## config.mk

```make
export PLATFORM = sky130hd
export DESIGN_NAME = rbd_fifo
export DESIGN_NICKNAME = d
export VERILOG_FILES = /design/src/rtl/core/rbd_pkg.sv /design/src/rtl/core/rbd_fifo.sv
export SDC_FILE = /design/constraint.sdc
export NUM_CORES = 1
export LEC_CHECK = 0
export CORE_ASPECT_RATIO = 1.4
export CORE_MARGIN = 1
export CORE_UTILIZATION = 48
export DETAILED_ROUTE_END_ITERATION = 8
export DONT_BUFFER_PORTS = 1
export PLACE_DENSITY = 0.73
export SETUP_SLACK_MARGIN = 0.15
export SLEW_MARGIN = 20
export SYNTH_ARGS = -nofsm -noshare
export SYNTH_HDL_FRONTEND = slang
export SYNTH_SLANG_ARGS = --single-unit
```

## constraint.sdc

```tcl
create_clock -name clk_i -period 5.65 [get_ports clk_i]
set_input_delay 0.2825 -clock clk_i [delete_from_list [all_inputs] [get_ports clk_i]]
set_output_delay 0.2825 -clock clk_i [all_outputs]
set_load 0.01 [all_outputs]
```

## src/rtl/core/rbd_pkg.sv

```systemverilog
// shared types and constants for the ring buffer deque
package rbd_pkg;

  localparam int DataW  = 32;
  localparam int CountW = 11;

  localparam logic [DataW-1:0] NoData = {DataW{1'b1}};

  typedef enum logic [2:0] {
    CMD_PUSH_FRONT = 3'd0,
    CMD_PUSH_BACK  = 3'd1,
    CMD_POP_FRONT  = 3'd2,
    CMD_POP_BACK   = 3'd3,
    CMD_PEEK_FRONT = 3'd4,
    CMD_PEEK_BACK  = 3'd5,
    CMD_STATUS     = 3'd6
  } cmd_e;

  typedef enum logic [1:0] {
    ST_OK    = 2'd0,
    ST_EMPTY = 2'd1,
    ST_FULL  = 2'd2
  } status_e;

  // what the back end must do with one word, plus the result fields known up front
  typedef struct packed {
    logic              wr;
    logic              rd;
    status_e           status;
    logic [CountW-1:0] count;
    logic              is_empty;
  } op_info_t;

endpackage

```

## src/rtl/core/rbd_fifo.sv

```systemverilog
// two-entry queue between the front and back ends
module rbd_fifo #(
  parameter int AddrW = 10
) (
  input  logic                       clk_i,
  input  logic                       rst_ni,
  input  logic                       push_valid_i,
  output logic                       push_ready_o,
  input  rbd_pkg::op_info_t          info_i,
  input  logic [AddrW-1:0]           addr_i,
  input  logic [rbd_pkg::DataW-1:0]  value_i,
  output logic                       pop_valid_o,
  input  logic                       pop_ready_i,
  output rbd_pkg::op_info_t          info_o,
  output logic [AddrW-1:0]           addr_o,
  output logic [rbd_pkg::DataW-1:0]  value_o
);
  import rbd_pkg::*;

  op_info_t         info_q  [2];
  logic [AddrW-1:0] addr_q  [2];
  logic [DataW-1:0] value_q [2];
  logic             wr_ptr_q, rd_ptr_q;
  logic [1:0]       fill_q;
  logic             push, pop;

  assign push_ready_o = (fill_q != 2'd2);
  assign pop_valid_o  = (fill_q != 2'd0);
  assign push         = push_valid_i && push_ready_o;
  assign pop          = pop_valid_o && pop_ready_i;

  always_ff @(posedge clk_i or negedge rst_ni) begin
    if (!rst_ni) begin
      wr_ptr_q <= 1'b0;
      rd_ptr_q <= 1'b0;
      fill_q   <= 2'd0;
    end else begin
      if (push) wr_ptr_q <= ~wr_ptr_q;
      if (pop)  rd_ptr_q <= ~rd_ptr_q;
      case ({push, pop})
        2'b10:   fill_q <= fill_q + 2'd1;
        2'b01:   fill_q <= fill_q - 2'd1;
        default: ;
      endcase
    end
  end

  always_ff @(posedge clk_i) begin
    if (push) begin
      info_q[wr_ptr_q]  <= info_i;
      addr_q[wr_ptr_q]  <= addr_i;
      value_q[wr_ptr_q] <= value_i;
    end
  end

  assign info_o  = info_q[rd_ptr_q];
  assign addr_o  = addr_q[rd_ptr_q];
  assign value_o = value_q[rd_ptr_q];

endmodule

```

==> results_dict.tcl <==
set metrics [dict create \
    fin_crit_ps 2380 \
    synth-seq-area-share 0.809 \
    firstDrtPassIters 4 \
    drtIter0Drc 76 \
    grt_first_pass_wirelength_um 10800 \
    ys_ff_latch 120 \
    num_antenna_cells 0 \
    synth_edf_count 116 \
    die_w_um 83.2 \
    fin_nets 335 \
    synth.largest_area_cell "edfxtp_1" \
    cts-root-buf "clkbuf_16" \
    crit_chain "buf_4 -> mux2_2" \
    routedWlPerCell_um 18.3 \
    dieArea_um2 9620 \
    io_buffers 0 \
    crit_path_start_kind "flop" \
    power_density_nw_per_um2 538 \
    yosysWarnings 0 \
    finalHoldViolations 0 \
    holdBufCountCts 59 \
    p_leak_nw 1.99 \
    synth.area.top_cells "edfxtp_1, mux2_2, mux2_4" \
    gp_congestion 0.712 \
    peakVddDrop_mv 0.420 \
    yosysUniqueCellTypes 16 \
    clock_latency_ps 400 \
    route.met3.wl_um 347 \
    postLayoutCoreUtil 0.642 \
    finalPower_mw 3.10 \
    postRouteAntennaNets 0 \
    synthCells 198 \
    grt_usage 0.156 \
    worst_path_largest_cell_delay_ps 650 \
    rsz0062_at_grt "no" \
    coreArea_um2 8980 \
    yosysMostFrequentCell "edfxtp_1" \
    whs_ps 100 \
    syn_to_final_growth_pct 30.3 \
    worstHoldPathType "primary input to flop" \
    slew_headroom 0.575 \
    grt_max_degree 44 \
    period_share 0.421 \
    viasPerCell 5.17 \
    dieHeight_um 116 \
    antenna_found_initial 0 \
    drive_gt1_frac 0.340 \
    placementRows 41 \
    worstPathArrival_ps 2100 \
    grt_pass1_vias 2146 \
    clock_skew_ps 5.41 \
    overflow 0 \
    cts.sinks 120 \
    maxCapViolCount 0 \
    finalSetupTns_ps 0 \
    path_class "flop to output pin" \
    post_cts_buffers 0 \
    initial_core_util 0.493 \
    cp.required_ps 5370 \
    cp_slowest_cell "dfrtp_2" \
    wl_um 7190 \
    maxSlewViolCount 0 \
    wl_met2_um 4030 \
    route.vias.total 2028 \
    dp_hpwl_um 4360 \
    place_inst 301 \
    cts_resized 0 \
    cts_made_buffers 17 \
    top_layer "met4" \
    synthesis.area_um2 4430 \
    finalSetupViolations 0 \
    cp-end-kind "output pin" \
    cts_tree "yes" \
    path_clk_slew_ps 50 \
    htreeDepth 4 \
    synth_commonest_cells "edfxtp_1, mux2_2, mux2_4, buf_2, dfrtp_1" \
    syn_avg_cell_area_um2 22.4 \
    status "completed" \
    fin_cells 392 \
    synth_top_area_frac 0.787 \
    crit_path_max_fanout 43 \
    drc 0 \
    syn-num-nets 261 \
    worst_pin_slew_ps 637 \
    m1WireLength_um 2600 \
    synth-async-reset-ratio 0.0333 \
    ctsLongestPathBuffers 2 \
    boundaryPins 122 \
    max_freq_mhz 420 \
    ys.flop_type "edfxtp_1" \
]
## cells by family (layout without fill, tap and decap cells)
family,count (synthesis),in the layout,synth area share
buf+inv,7,94,0.0130
flops,120,120,0.809
simple gates,7,7,0.00876
xor+xnor,5,5,0.00989
mux,58,58,0.156
fa+ha+maj,1,1,0.00283
## layer usage
| metal | GRT usage | vias up |
|---|---|---|
| met5 | 0 | - |
| met3 | 0.0563 | 17 |
| li1 | - | 928 |
| met4 | 0.0977 | 0 |
| met1 | 0.159 | 1008 |
| met2 | 0.273 | 75 |
## through the flow
stage	cell area [um2]	setup WS [ps]
after floorplan	4430	2040
after global placement	4540	3460
after detailed placement	4540	3410
after CTS	5770	3200
after global routing	5770	3140
final	5770	3270
## worst max-delay path, delay by kind of cell, from the launching register on
kind | cells | cell delay [ps]
buf+inv | 1 | 570
mux | 1 | 450
flops | 1 | 650
## layout by cell type (no fill, tap or decap), types with 2 or more instances in the layout
cell type      synthesis  routed
mux2_2                48      48
xor2_1                 2       2
bufinv_16              0       4
dfrtp_1                4       3
mux2_4                10      10
clkbuf_16              0      17
buf_4                  0       3
edfxtp_1             116     116
clkinvlp_4             0       6
xnor2_1                3       3
clkbuf_8               0       3
dlygate4sd3_1          0      59
## area by class of cell
type / count / area (um2)
flip-flops and latches: 120 / 3580
fillers: 626 / 3210
multi-input cells: 71 / 795
repair buffers: 62 / 613
clock buffers: 21 / 470
clock inverters: 11 / 170
well taps: 107 / 134
## flip-flops by register name (all words and copies together), names as in the netlist
signal,flops
wr_ptr_q,1
rd_ptr_q,1
addr_q,20
info_q,32
value_q,64
fill_q,2
## where the power goes
| part | total [mW] | internal, mW | leakage (nW) | switching (mW) |
|---|---|---|---|---|
| Clock | 1.12 | 0.771 | 0.294 | 0.353 |
| Sequential | 1.30 | 1.22 | 1.12 | 0.0771 |
| Combinational | 0.679 | 0.292 | 0.577 | 0.387 |
| Total | 3.10 | 2.28 | 1.99 | 0.817 |
## path summary, 6_finish.rpt
| check | startpoint | to | slack [ps] | cells after the start |
|---|---|---|---|---|
| setup / recovery | rd_ptr_q$_DFFE_PN0P_ | addr_o[5] | 3270 | 2 |
| hold / removal | pop_ready_i | rd_ptr_q$_DFFE_PN0P_ | 100 | 2 |
| setup reg to reg | fill_q[0]$_DFFE_PN0P_ | info_q[0][3]$_DFFE_PP_ | 3450 | 4 |
| hold reg to reg | fill_q[1]$_DFFE_PN0P_ | fill_q[1]$_DFFE_PN0P_ | 490 | 1 |
| max in group asynchronous | rst_ni | rd_ptr_q$_DFFE_PN0P_ | 5310 | 1 |
| min in group asynchronous | rst_ni | fill_q[1]$_DFFE_PN0P_ | 150 | 1 |
Power figures use the tool's default switching activity.
