===== config.mk =====
export PLATFORM = sky130hd
export DESIGN_NAME = rbd_front
export DESIGN_NICKNAME = d
export VERILOG_FILES = /design/src/rtl/core/rbd_pkg.sv /design/src/rtl/core/rbd_front.sv
export SDC_FILE = /design/constraint.sdc
export NUM_CORES = 1
export LEC_CHECK = 0
export BUFFER_PORTS_ARGS = -buffer_cell sky130_fd_sc_hd__buf_2
export CAP_MARGIN = 40
export CORE_AREA = 2 2 83 85
export CTS_CLUSTER_DIAMETER = 50
export DETAILED_ROUTE_END_ITERATION = 12
export DIE_AREA = 0 0 85 87
export GPL_TIMING_DRIVEN = 0
export PLACE_DENSITY = 0.66
export SLEW_MARGIN = 20
export SYNTH_ARGS = -nofsm -noshare
export SYNTH_HDL_FRONTEND = slang
export SYNTH_SLANG_ARGS = --single-unit
export TNS_END_PERCENT = 50

===== constraint.sdc =====
create_clock -name clk_i -period 4.14 [get_ports clk_i]
set_clock_uncertainty 0.2 [all_clocks]
set_input_delay 0.828 -clock clk_i [delete_from_list [all_inputs] [get_ports clk_i]]
set_output_delay 0.828 -clock clk_i [all_outputs]
set_load 0.01 [all_outputs]

===== src/rtl/core/rbd_pkg.sv =====
// shared types and constants for the ring buffer deque
package rbd_pkg;

  localparam int DataW  = 32;
  localparam int CountW = 11;

  localparam logic [DataW-1:0] NoData = {DataW{1'b1}};

  typedef enum logic [2:0] {
    CMD_PUSH_FRONT = 3'd0,
    CMD_PUSH_BACK  = 3'd1,
    CMD_POP_FRONT  = 3'd2,
    CMD_POP_BACK   = 3'd3,
    CMD_PEEK_FRONT = 3'd4,
    CMD_PEEK_BACK  = 3'd5,
    CMD_STATUS     = 3'd6
  } cmd_e;

  typedef enum logic [1:0] {
    ST_OK    = 2'd0,
    ST_EMPTY = 2'd1,
    ST_FULL  = 2'd2
  } status_e;

  // what the back end must do with one word, plus the result fields known up front
  typedef struct packed {
    logic              wr;
    logic              rd;
    status_e           status;
    logic [CountW-1:0] count;
    logic              is_empty;
  } op_info_t;

endpackage


===== src/rtl/core/rbd_front.sv =====
// front end: decodes commands and owns the head, tail and count registers
module rbd_front #(
  parameter int DEPTH = 1024,
  parameter int AddrW = $clog2(DEPTH)
) (
  input  logic                 clk_i,
  input  logic                 rst_ni,
  input  logic                 accept_i,
  input  logic [2:0]           cmd_i,
  output rbd_pkg::op_info_t    info_o,
  output logic [AddrW-1:0]     addr_o
);
  import rbd_pkg::*;

  localparam int CntW = $clog2(DEPTH + 1);
  localparam logic [AddrW-1:0] Half = AddrW'(DEPTH / 2);
  localparam logic [AddrW-1:0] Last = AddrW'(DEPTH - 1);
  localparam logic [CntW-1:0]  Full = CntW'(DEPTH);

  logic [AddrW-1:0] head_q, head_d;
  logic [AddrW-1:0] tail_q, tail_d;
  logic [CntW-1:0]  cnt_q, cnt_d;
  logic             at_front;
  logic             wr, rd;
  status_e          st;
  logic [AddrW-1:0] addr;

  function automatic logic [AddrW-1:0] idx_next(input logic [AddrW-1:0] i);
    return (i == Last) ? '0 : i + AddrW'(1);
  endfunction

  function automatic logic [AddrW-1:0] idx_prev(input logic [AddrW-1:0] i);
    return (i == '0) ? Last : i - AddrW'(1);
  endfunction

  always_comb begin
    head_d   = head_q;
    tail_d   = tail_q;
    cnt_d    = cnt_q;
    addr     = head_q;
    wr       = 1'b0;
    rd       = 1'b0;
    st       = ST_OK;
    at_front = (cmd_i == CMD_POP_FRONT) || (cmd_i == CMD_PEEK_FRONT);
    unique case (cmd_i)
      CMD_PUSH_FRONT, CMD_PUSH_BACK: begin
        if (cnt_q == Full) begin
          st = ST_FULL;
        end else begin
          wr    = 1'b1;
          cnt_d = cnt_q + CntW'(1);
          if (cnt_q == '0) begin
            // first word always lands in the middle
            head_d = Half;
            tail_d = Half;
            addr   = Half;
          end else if (cmd_i == CMD_PUSH_FRONT) begin
            head_d = idx_prev(head_q);
            addr   = head_d;
          end else begin
            tail_d = idx_next(tail_q);
            addr   = tail_d;
          end
        end
      end
      CMD_POP_FRONT, CMD_POP_BACK, CMD_PEEK_FRONT, CMD_PEEK_BACK: begin
        if (cnt_q == '0) begin
          st = ST_EMPTY;
        end else begin
          rd   = 1'b1;
          addr = at_front ? head_q : tail_q;
          if ((cmd_i == CMD_POP_FRONT) || (cmd_i == CMD_POP_BACK)) begin
            cnt_d = cnt_q - CntW'(1);
            if (cnt_q == CntW'(1)) begin
              head_d = Half;
              tail_d = Half;
            end else if (at_front) begin
              head_d = idx_next(head_q);
            end else begin
              tail_d = idx_prev(tail_q);
            end
          end
        end
      end
      default: ;
    endcase
  end

  always_ff @(posedge clk_i or negedge rst_ni) begin
    if (!rst_ni) begin
      head_q <= Half;
      tail_q <= Half;
      cnt_q  <= '0;
    end else if (accept_i) begin
      head_q <= head_d;
      tail_q <= tail_d;
      cnt_q  <= cnt_d;
    end
  end

  assign info_o.wr       = wr;
  assign info_o.rd       = rd;
  assign info_o.status   = st;
  assign info_o.count    = CountW'(cnt_d);
  assign info_o.is_empty = (cnt_d == '0);
  assign addr_o          = addr;

endmodule


==> summary.txt <==
==============================================================================
Top-level I/O count                                                         32
Worst VDD drop                                                        0.320 mV
Cell area after synthesis                                             3300 um2
Leakage                                                                1.55 nW
Arrival time of data at the critical path endpoint                     2.93 ns
Buffers added on ports                                                      31
Fraction of layout instances using a drive strength above 1              17.4%
Clock sinks                                                                 31
Global-route track usage on met3                                         3.60%
Non-filler instance count after layout                                     563
Grt total ovfl                                                               0
Largest net degree at the start of global routing                           32
Launching element type of the critical path                               flop
Library cells used by synthesis                                             71
Reg-to-reg setup timing slack                                          1.09 ns
# rows                                                                      30
Data required time at the worst endpoint                               3.11 ns
Status                                                            finished clean
Final RePlAce weighted congestion                                        0.933
Area growth syn-to-layout                                                12.8%
Cell with the most instances after synthesis                      sky130_fd_sc_hd__nand2_1
Std-Cell Core Area                                                    6570 um2
Synthesis warning total                                                      0
Gate count after technology mapping                                        441
Reg2Reg Launch Point                                                  cnt_q[0]
Relative slew margins                                                    51.1%
Core occupancy in the finished layout                                    56.7%
Synth cell count leaders                                          sky130_fd_sc_hd__nand2_1, sky130_fd_sc_hd__nor2_1, sky130_fd_sc_hd__o21ai_0, sky130_fd_sc_hd__dfrtp_1, sky130_fd_sc_hd__a21oi_1
Worst-skew pair later-pin latency                                      0.29 ns
Routed via count                                                          3601
Number of buffers inserted by hold repair at cts                             0
RSZ-0062 raised after global routing                                     false
H-Tree Level Count                                                           2
Dpl cells                                                                  552
Initial core utilization                                                 50.2%
Worst Hold Margin                                                     0.295 ns
Flops & latches, synth                                                      31
Number of hold-slack violations in the final timing report                   0
Via-per-instance ratio                                                    6.40
Logic depth of the worst register-to-register path                           8
Synth Net Count                                                            456
Predominant post-synthesis flop cell                              sky130_fd_sc_hd__dfrtp_1
Count of nets left with antenna violations after detail routing              0
Clk slew on worst S/H paths                                            0.07 ns
Power per cell area                                                 602 nW/um2
Busiest grt layer                                                         met2
Final setup violation count                                                  0
Vias in the first global route                                            3442
Length of the first detailed-routing pass in iterations                      7
DIE WIDTH                                                                85 um
Final worst path period need                                           3.96 ns
Fin. max-slew vios                                                           0
Post-layout total power                                                2.24 mW
Met2 Use GR                                                              48.2%
Highest fanout seen on the critical path                                     7
Net count of the finished layout                                           497
Drt initial violations                                                     225
TritonCTS clock tree                                                       yes
Period Utilization, post-route                                           95.6%
Class of the tightest hold or removal check                       primary input to asynchronous set/reset pin
Mean area per synthesized cell                                        7.48 um2
End of the worst register-to-register path                           head_q[0]
Clock tree root buffer cell                                       sky130_fd_sc_hd__clkbuf_8
Initial antenna violation count                                              0
Wire length per cell                                                   18.1 um
Crit path capture type                                             output port
Worst-margin pin slew                                                 0.728 ns
Post-detailed-placement half-perimeter wirelength                      7.44 mm
WS Path Type                                                      flop to output port
Remaining DRCs                                                               0
Diode insertion count for antenna repair                                     0
Met1 Track Usage GR                                                      36.8%
Cell taking the most area after synthesis                         sky130_fd_sc_hd__dfrtp_1
All-Layer GR Usage                                                       28.5%
Fraction of registers with async set or reset after synthesis             100%
Overall die area                                                      7400 um2
Number of buffers created by CTS                                             5
Area share of the largest cell type after synthesis                      22.0%
Wire length of the first global-routing pass                           17.0 mm
Final TNS setup                                                           0 ns
Total wire length after detailed routing                               10.2 mm
Count of max-cap constraint violations                                       0
Number of enable flip-flop cells after synthesis                             0
Number of buffers between clock root and the deepest sink                    2
Most area-consuming cells after synthesis                         sky130_fd_sc_hd__dfrtp_1, sky130_fd_sc_hd__o21ai_0, sky130_fd_sc_hd__nand2_1
Height of the chip                                                       87 um
Post-synthesis sequential area ratio                                     23.6%
Max Clock Freq                                                       0.253 GHz
==============================================================================
## worst max-delay path, stage by stage, from the launching register on
cell and delay (ns):
sky130_fd_sc_hd__dfrtp_1 0.48, sky130_fd_sc_hd__inv_4 0.14, sky130_fd_sc_hd__ha_4 0.20, sky130_fd_sc_hd__nor4b_4 0.34, sky130_fd_sc_hd__and3_1 0.20, sky130_fd_sc_hd__buf_2 0.18
sky130_fd_sc_hd__o21ai_1 0.11, sky130_fd_sc_hd__or4_1 0.55, sky130_fd_sc_hd__nor4_2 0.27, sky130_fd_sc_hd__buf_2 0.17
## layout by cell type (no fill, tap or decap), types with 8 or more instances in the layout
| cell | instances |
|---|---|
| sky130_fd_sc_hd__a22o_1 | 10 |
| sky130_fd_sc_hd__a21oi_1 | 25 |
| sky130_fd_sc_hd__nor3_1 | 13 |
| sky130_fd_sc_hd__nand4_1 | 11 |
| sky130_fd_sc_hd__nor2_1 | 38 |
| sky130_fd_sc_hd__xor2_1 | 10 |
| sky130_fd_sc_hd__o21ai_0 | 34 |
| sky130_fd_sc_hd__inv_1 | 18 |
| sky130_fd_sc_hd__nand3_1 | 15 |
| sky130_fd_sc_hd__and3_1 | 14 |
| sky130_fd_sc_hd__buf_2 | 41 |
| sky130_fd_sc_hd__clkbuf_1 | 23 |
| sky130_fd_sc_hd__dfrtp_1 | 29 |
| sky130_fd_sc_hd__ha_1 | 8 |
| sky130_fd_sc_hd__xnor2_1 | 15 |
| sky130_fd_sc_hd__nand2_1 | 40 |
## metal layers
metal / part of all wire, % / vias to the layer above
met5: 0 / -
met4: 3.1 / 0
met3: 7.1 / 27
met2: 47 / 165
met1: 43 / 1694
li1: - / 1715
## kinds of logic after synthesis
logic type	synth area share, %
mux	1.63
buf+inv	8.34
fa+ha+maj	3.41
xor+xnor	6.63
simple gates	27.7
compound gates	28.7
flops	23.6
## sequential cells by signal, indices dropped and copies added, names as in the netlist
| signal | cells |
|---|---|
| cnt_q | 11 |
| head_q | 10 |
| tail_q | 10 |
## timing repair
| action | in CTS | in global routing |
|---|---|---|
| setup buffers | 1 | 1 |
| gates cloned | 0 | 0 |
| setup endpoints to repair | 1 | 7 |
| resized for setup | 1 | 6 |
## worst max path at each step
stage             start         to  slack [ns]  cells after the start
2_1_floorplan  cmd_i[2]  info_o[0]        0.42                      6
3_3_place_gp   cmd_i[2]  info_o[0]        0.20                      9
3_5_place_dp   cmd_i[2]  info_o[0]        0.17                      9
4_1_cts        cnt_q[0]  info_o[0]        0.02                      9
5_1_grt        cnt_q[1]  info_o[0]        0.03                      9
6_report       cnt_q[0]  info_o[0]        0.18                      9
## where the power goes
group	internal, mW	switching, mW	total (mW)
combinational	0.543	0.835	1.38
clock	0.151	0.122	0.274
sequential	0.433	0.156	0.588
total	1.13	1.11	2.24
## area by class of cell
cell class | count | area, um2
multi-input cells | 348 | 2260
repair buffers | 34 | 198
clock buffers | 7 | 96.3
fillers | 640 | 2850
clock inverters | 1 | 7.51
inverters | 21 | 81.3
plain buffers | 41 | 196
flip-flops and latches | 31 | 778
well taps | 80 | 100
## stage by stage
stage | area (um2) | setup WS (ns)
after floorplan | 3300 | 0.424
after global placement | 3560 | 0.195
after detailed placement | 3560 | 0.175
after CTS | 3670 | 0.0238
after global routing | 3720 | 0.0255
final | 3720 | 0.183
Note: power is estimated with default switching activity, not from simulation.
